## src/rtl/cti_pkg.sv

```systemverilog
`timescale 1ns / 1ps
`default_nettype none

package cti_pkg;

    localparam int MAX_POINTS = 64;
    localparam int IDX_W      = $clog2(MAX_POINTS);
    localparam int CFG_W      = 7;
    localparam int FREQ_W     = 32;
    localparam int LEVEL_W    = 16;
    localparam int IN_DATA_W  = 88;
    localparam int OUT_DATA_W = 16;
    localparam int DIVD_W     = FREQ_W + LEVEL_W;
    localparam int QUOT_W     = LEVEL_W;
    localparam int PROD_W     = DIVD_W + 1;

    localparam logic OP_WRITE = 1'b0;
    localparam logic OP_QUERY = 1'b1;

    typedef struct packed {
        logic [1:0]                pad;
        logic [FREQ_W-1:0]         query_freq;
        logic signed [LEVEL_W-1:0] point_level;
        logic [FREQ_W-1:0]         point_freq;
        logic [5:0]                point_index;
    } in_data_t;

    typedef enum logic [2:0] {
        ST_IDLE,
        ST_FIRST,
        ST_LAST,
        ST_SEARCH,
        ST_MUL,
        ST_DIV_GO,
        ST_DIV_WAIT,
        ST_RESULT
    } state_t;

endpackage

`default_nettype wire

```

## src/rtl/cti_div.sv

```systemverilog
`timescale 1ns / 1ps
`default_nettype none

module cti_div
    import cti_pkg::*;
(
    input  wire logic              aclk,
    input  wire logic              aresetn,
    input  wire logic              start,
    input  wire logic [DIVD_W-1:0] dividend,
    input  wire logic [FREQ_W-1:0] divisor,
    output logic                   done,
    output logic [QUOT_W-1:0]      quotient
);

    localparam int COUNT_W = $clog2(QUOT_W);

    logic               busy_reg, busy_next;
    logic               done_reg, done_next;
    logic [COUNT_W-1:0] count_reg, count_next;
    logic [FREQ_W-1:0]  rem_reg, rem_next;
    logic [QUOT_W-1:0]  quo_reg, quo_next;
    logic [FREQ_W-1:0]  dsr_reg, dsr_next;
    logic [FREQ_W:0]    trial;
    logic [FREQ_W:0]    diff;
    logic               ge;

    // The caller guarantees dividend < divisor * 2**QUOT_W, so the upper
    // part starts below the divisor and the quotient fits in QUOT_W bits.
    always_comb begin
        trial      = {rem_reg, quo_reg[QUOT_W-1]};
        ge         = trial >= {1'b0, dsr_reg};
        diff       = trial - {1'b0, dsr_reg};
        busy_next  = busy_reg;
        done_next  = 1'b0;
        count_next = count_reg;
        rem_next   = rem_reg;
        quo_next   = quo_reg;
        dsr_next   = dsr_reg;
        if (start) begin
            busy_next  = 1'b1;
            count_next = COUNT_W'(QUOT_W - 1);
            rem_next   = dividend[DIVD_W-1:QUOT_W];
            quo_next   = dividend[QUOT_W-1:0];
            dsr_next   = divisor;
        end else if (busy_reg) begin
            rem_next   = ge ? diff[FREQ_W-1:0] : trial[FREQ_W-1:0];
            quo_next   = {quo_reg[QUOT_W-2:0], ge};
            count_next = count_reg - COUNT_W'(1);
            if (count_reg == '0) begin
                busy_next = 1'b0;
                done_next = 1'b1;
            end
        end
    end

    always_ff @(posedge aclk) begin
        if (!aresetn) begin
            busy_reg  <= 1'b0;
            done_reg  <= 1'b0;
            count_reg <= '0;
        end else begin
            busy_reg  <= busy_next;
            done_reg  <= done_next;
            count_reg <= count_next;
        end
        rem_reg <= rem_next;
        quo_reg <= quo_next;
        dsr_reg <= dsr_next;
    end

    assign done     = done_reg;
    assign quotient = quo_reg;

endmodule

`default_nettype wire

```

## config.mk

```make
export PLATFORM = sky130hd
export DESIGN_NAME = cti_div
export DESIGN_NICKNAME = d
export VERILOG_FILES = /design/src/rtl/cti_pkg.sv /design/src/rtl/cti_div.sv
export SDC_FILE = /design/constraint.sdc
export NUM_CORES = 1
export LEC_CHECK = 0
export ABC_AREA = 1
export BUFFER_PORTS_ARGS = -buffer_cell sky130_fd_sc_hd__buf_2
export CAP_MARGIN = 20
export CORE_MARGIN = 3
export CORE_UTILIZATION = 35
export DETAILED_ROUTE_END_ITERATION = 16
export SYNTH_ARGS = -nofsm -noshare
export SYNTH_HDL_FRONTEND = slang
export SYNTH_SLANG_ARGS = --single-unit
```

## constraint.sdc

```tcl
create_clock -name aclk -period 3.1 [get_ports aclk]
set_input_delay 0.62 -clock aclk [delete_from_list [all_inputs] [get_ports aclk]]
set_output_delay 0.62 -clock aclk [all_outputs]
set_load 0.02 [all_outputs]
```

==> flow_metrics.py <==
metrics = {
    "sta": {
        "setup_total_negative_slack_ns": 0,
        "number_of_max_slew_violations_in_the_final_report": 0,
        "worst-slew-pin-transition_ns": 0.718,
        "finalSetupViolations": 0,
        "relative_slew_slack_pct": 52.1,
        "finClkSkew_ns": 0.0189,
        "clock.fmax_mhz": 370,
        "rsz0062_at_grt": "no",
        "timing.final.crit_share_pct": 87.1,
        "hold_viol_final": 0,
        "layout_min_cycle_time_ns": 2.70,
        "fin_worst_hold_slack_ns": 0.416,
    },
    "power_and_ir_drop": {
        "power_mw": 4.82,
        "max-vdd-ir-drop_mv": 0.299,
        "power.density_nw_per_um2": 651,
        "total_leakage_power_nw": 4.02,
    },
    "synth": {
        "ys_types": 33,
        "synth_fp_nets": 1030,
        "syn-cell-area_sq_um": 6410,
        "synth_compound_area_share_pct": 2.91,
        "ys_seq_elements": 86,
        "synth_sequential_area_ratio_pct": 39.3,
        "synth_simple_gate_area_share_pct": 37.3,
        "synth_top_area_cell": "sky130_fd_sc_hd__edfxtp_1",
        "yosys.area_share.xor_xnor_pct": 1.91,
        "synth_adder_area_share_pct": 6.75,
        "synth.mux.area_fraction_pct": 0,
        "yosysTopAreaCellShare_pct": 37.5,
        "synth_area_leaders": "sky130_fd_sc_hd__edfxtp_1, sky130_fd_sc_hd__nand2_1, sky130_fd_sc_hd__inv_1",
        "synth_warnings": 0,
        "combinational_family_with_the_most_area_after_synthesis": "simple AND/OR/NAND/NOR gates",
        "synth_area_per_cell_sq_um": 7.02,
        "netlist_instances": 913,
    },
    "clock_tree": {
        "clock_tree.htree_level_count": 3,
        "cts_buffers": 9,
        "clock-sinks": 86,
        "cts_max_path_buffers": 2,
        "post_cts_resize_count": 0,
        "clk_root_buffer_cell": "sky130_fd_sc_hd__clkbuf_16",
        "number_of_buffers_inserted_to_repair_setup_after_cts": 0,
        "post_cts_hold_buffer_count": 0,
        "cts.reportedPaths.clkPinSlew_ns": 0.08,
        "worst_skew_pair.late_latency_ns": 0.37,
        "tritoncts_clock_tree": "done",
    },
    "worst_setup_path": {
        "worstPathMaxFanout": 30,
        "critPathKind": "flip-flop to flip-flop",
        "worstPathBufferInverterCount": 1,
        "cp_top_family": "simple AND/OR/NAND/NOR gates",
        "crit_chain": "ha_1, a21oi_1, nand2_1, a21oi_1, nand2_2, nor2_4, buf_4, nand3b_1, nand3_1, nand2_1",
        "cp.arrival_ns": 2.81,
        "crit_slowest_cell": "sky130_fd_sc_hd__edfxtp_1",
        "r2r_slack_ns": 0.40,
        "launching_element_type_of_the_critical_path": "flip-flop",
        "required_ns": 3.21,
        "timing.critical_path.slowest_cell_delay_ns": 0.40,
        "crit_path_end_kind": "flip-flop",
    },
    "floorplanning": {
        "dieArea_sq_um": 20000,
        "floorplan.rows": 48,
        "die_h_um": 141,
        "floorplan.initialDensity_pct": 36.4,
        "die_w_um": 141,
        "ioPinCount": 100,
        "design.core.area_sq_um": 17600,
    },
    "finish": {
        "drive_gt1_share_pct": 14.6,
        "final-instance-count-excl-fill": 1240,
        "finish.net_count": 1127,
        "most_frequent_cells_in_the_layout": "sky130_fd_sc_hd__nand2_1, sky130_fd_sc_hd__inv_1, sky130_fd_sc_hd__buf_2, sky130_fd_sc_hd__edfxtp_1, sky130_fd_sc_hd__nand3_1",
        "antenna-diode-count": 0,
        "syn_to_layout_area_delta_pct": 15.4,
        "final_common_cell": "sky130_fd_sc_hd__nand2_1",
    },
    "detailed_routing": {
        "drt-wirelength-per-cell_um": 14.5,
        "route.detailed.vias_per_inst": 4.66,
        "drt-initial-drc-count": 389,
        "vias": 5782,
        "drt_pre_antenna_iters": 5,
        "ant_nets": 0,
        "postRouteWirelength_um": 18000,
        "route.detailed.drc": 0,
    },
    "placement": {
        "dp_cells": 1224,
        "port-buffer-count": 99,
        "detailedPlacementHpwl_um": 13600,
        "gp_congestion": 0.902,
    },
    "global_routing": {
        "first_pass_grt_wire_length_um": 28900,
        "largest_net_degree_at_the_start_of_global_routing": 65,
        "grt_util_all_layers_pct": 18.4,
        "grt_remaining_overflow": 0,
        "grt_antenna_before_repair": 0,
        "grt_pass1_vias": 5702,
    },
    "job": {
        "cap_viol_max_count": 0,
    },
    "outcome": {
        "status": "completed",
    },
    "hold_path": {
        "hold_path_class": "input port to flip-flop",
    },
}
synthesized netlist by cell type (all sizes together):
cell type / number
a21oi: 21
nand4: 10
o211ai: 1
xnor2: 14
o21bai: 1
clkinv: 1
buf: 9
inv: 168
fa: 1
o21ai: 7
nand2: 391
edfxtp: 80
or2: 2
nand3: 71
clkbuf: 11
a21o: 1
nor2: 51
o21a: 1
dfxtp: 6
nor3: 3
nand3b: 25
ha: 33
a31oi: 2
and2: 3
per-layer routing:
metal | vias to the layer above | GRT usage [%] | part of all wire, %
met5 | - | 0 | 0
met4 | 0 | 4.23 | 1.4
met3 | 24 | 5.12 | 6.5
met2 | 142 | 29.5 | 44
met1 | 2582 | 24.8 | 48
li1 | 3034 | - | -
kinds of logic after synthesis:
kind of cell / after synthesis
AO/OA/AOI/OAI: 34
adder cells (fa/ha/maj): 34
flip-flops: 86
buffers and inverters: 189
AND/OR/NAND/NOR: 556
XOR/XNOR: 14
where the power goes:
part / internal, mW / switching (mW) / total, mW
Combinational: 0.754 / 1.40 / 2.16
Clock: 0.558 / 0.535 / 1.09
Sequential: 1.49 / 0.0790 / 1.57
through the flow:
step | cell area, sq um | setup WS (ns) | utilization [%]
after floorplan | 6410 | 0.829 | -
after global placement | 7120 | 0.458 | 40.5
after detailed placement | 7120 | 0.463 | 40.5
after CTS | 7400 | 0.444 | 42.1
after global routing | 7400 | 0.188 | 42.1
final | 7400 | 0.400 | 42.1
final cells by class:
type	count	area, sq um
flip-flops and latches	86	2520
fillers	1889	10200
clock inverters	6	51.3
well taps	225	282
multi-input cells	638	3130
repair buffers	106	548
inverters	169	634
clock buffers	10	229
path summary, 6_finish.rpt:
kind,start,to,cells after the start
worst max-delay path,rem_reg[27],rem_reg[13],10
worst min-delay path,divisor[6],dsr_reg[6],1
worst max register to register,rem_reg[27],rem_reg[13],10
worst min register to register,count_reg[3],count_reg[3],2
worst reg2reg max path, delay by kind of cell (launching register included):
kind | cells | cell delay [ns]
AND/OR/NAND/NOR | 6 | 0.71
adder cells (fa/ha/maj) | 1 | 0.37
AO/OA/AOI/OAI | 2 | 0.59
buffers and inverters | 1 | 0.39
flip-flops | 1 | 0.40
Power figures use the tool's default switching activity.
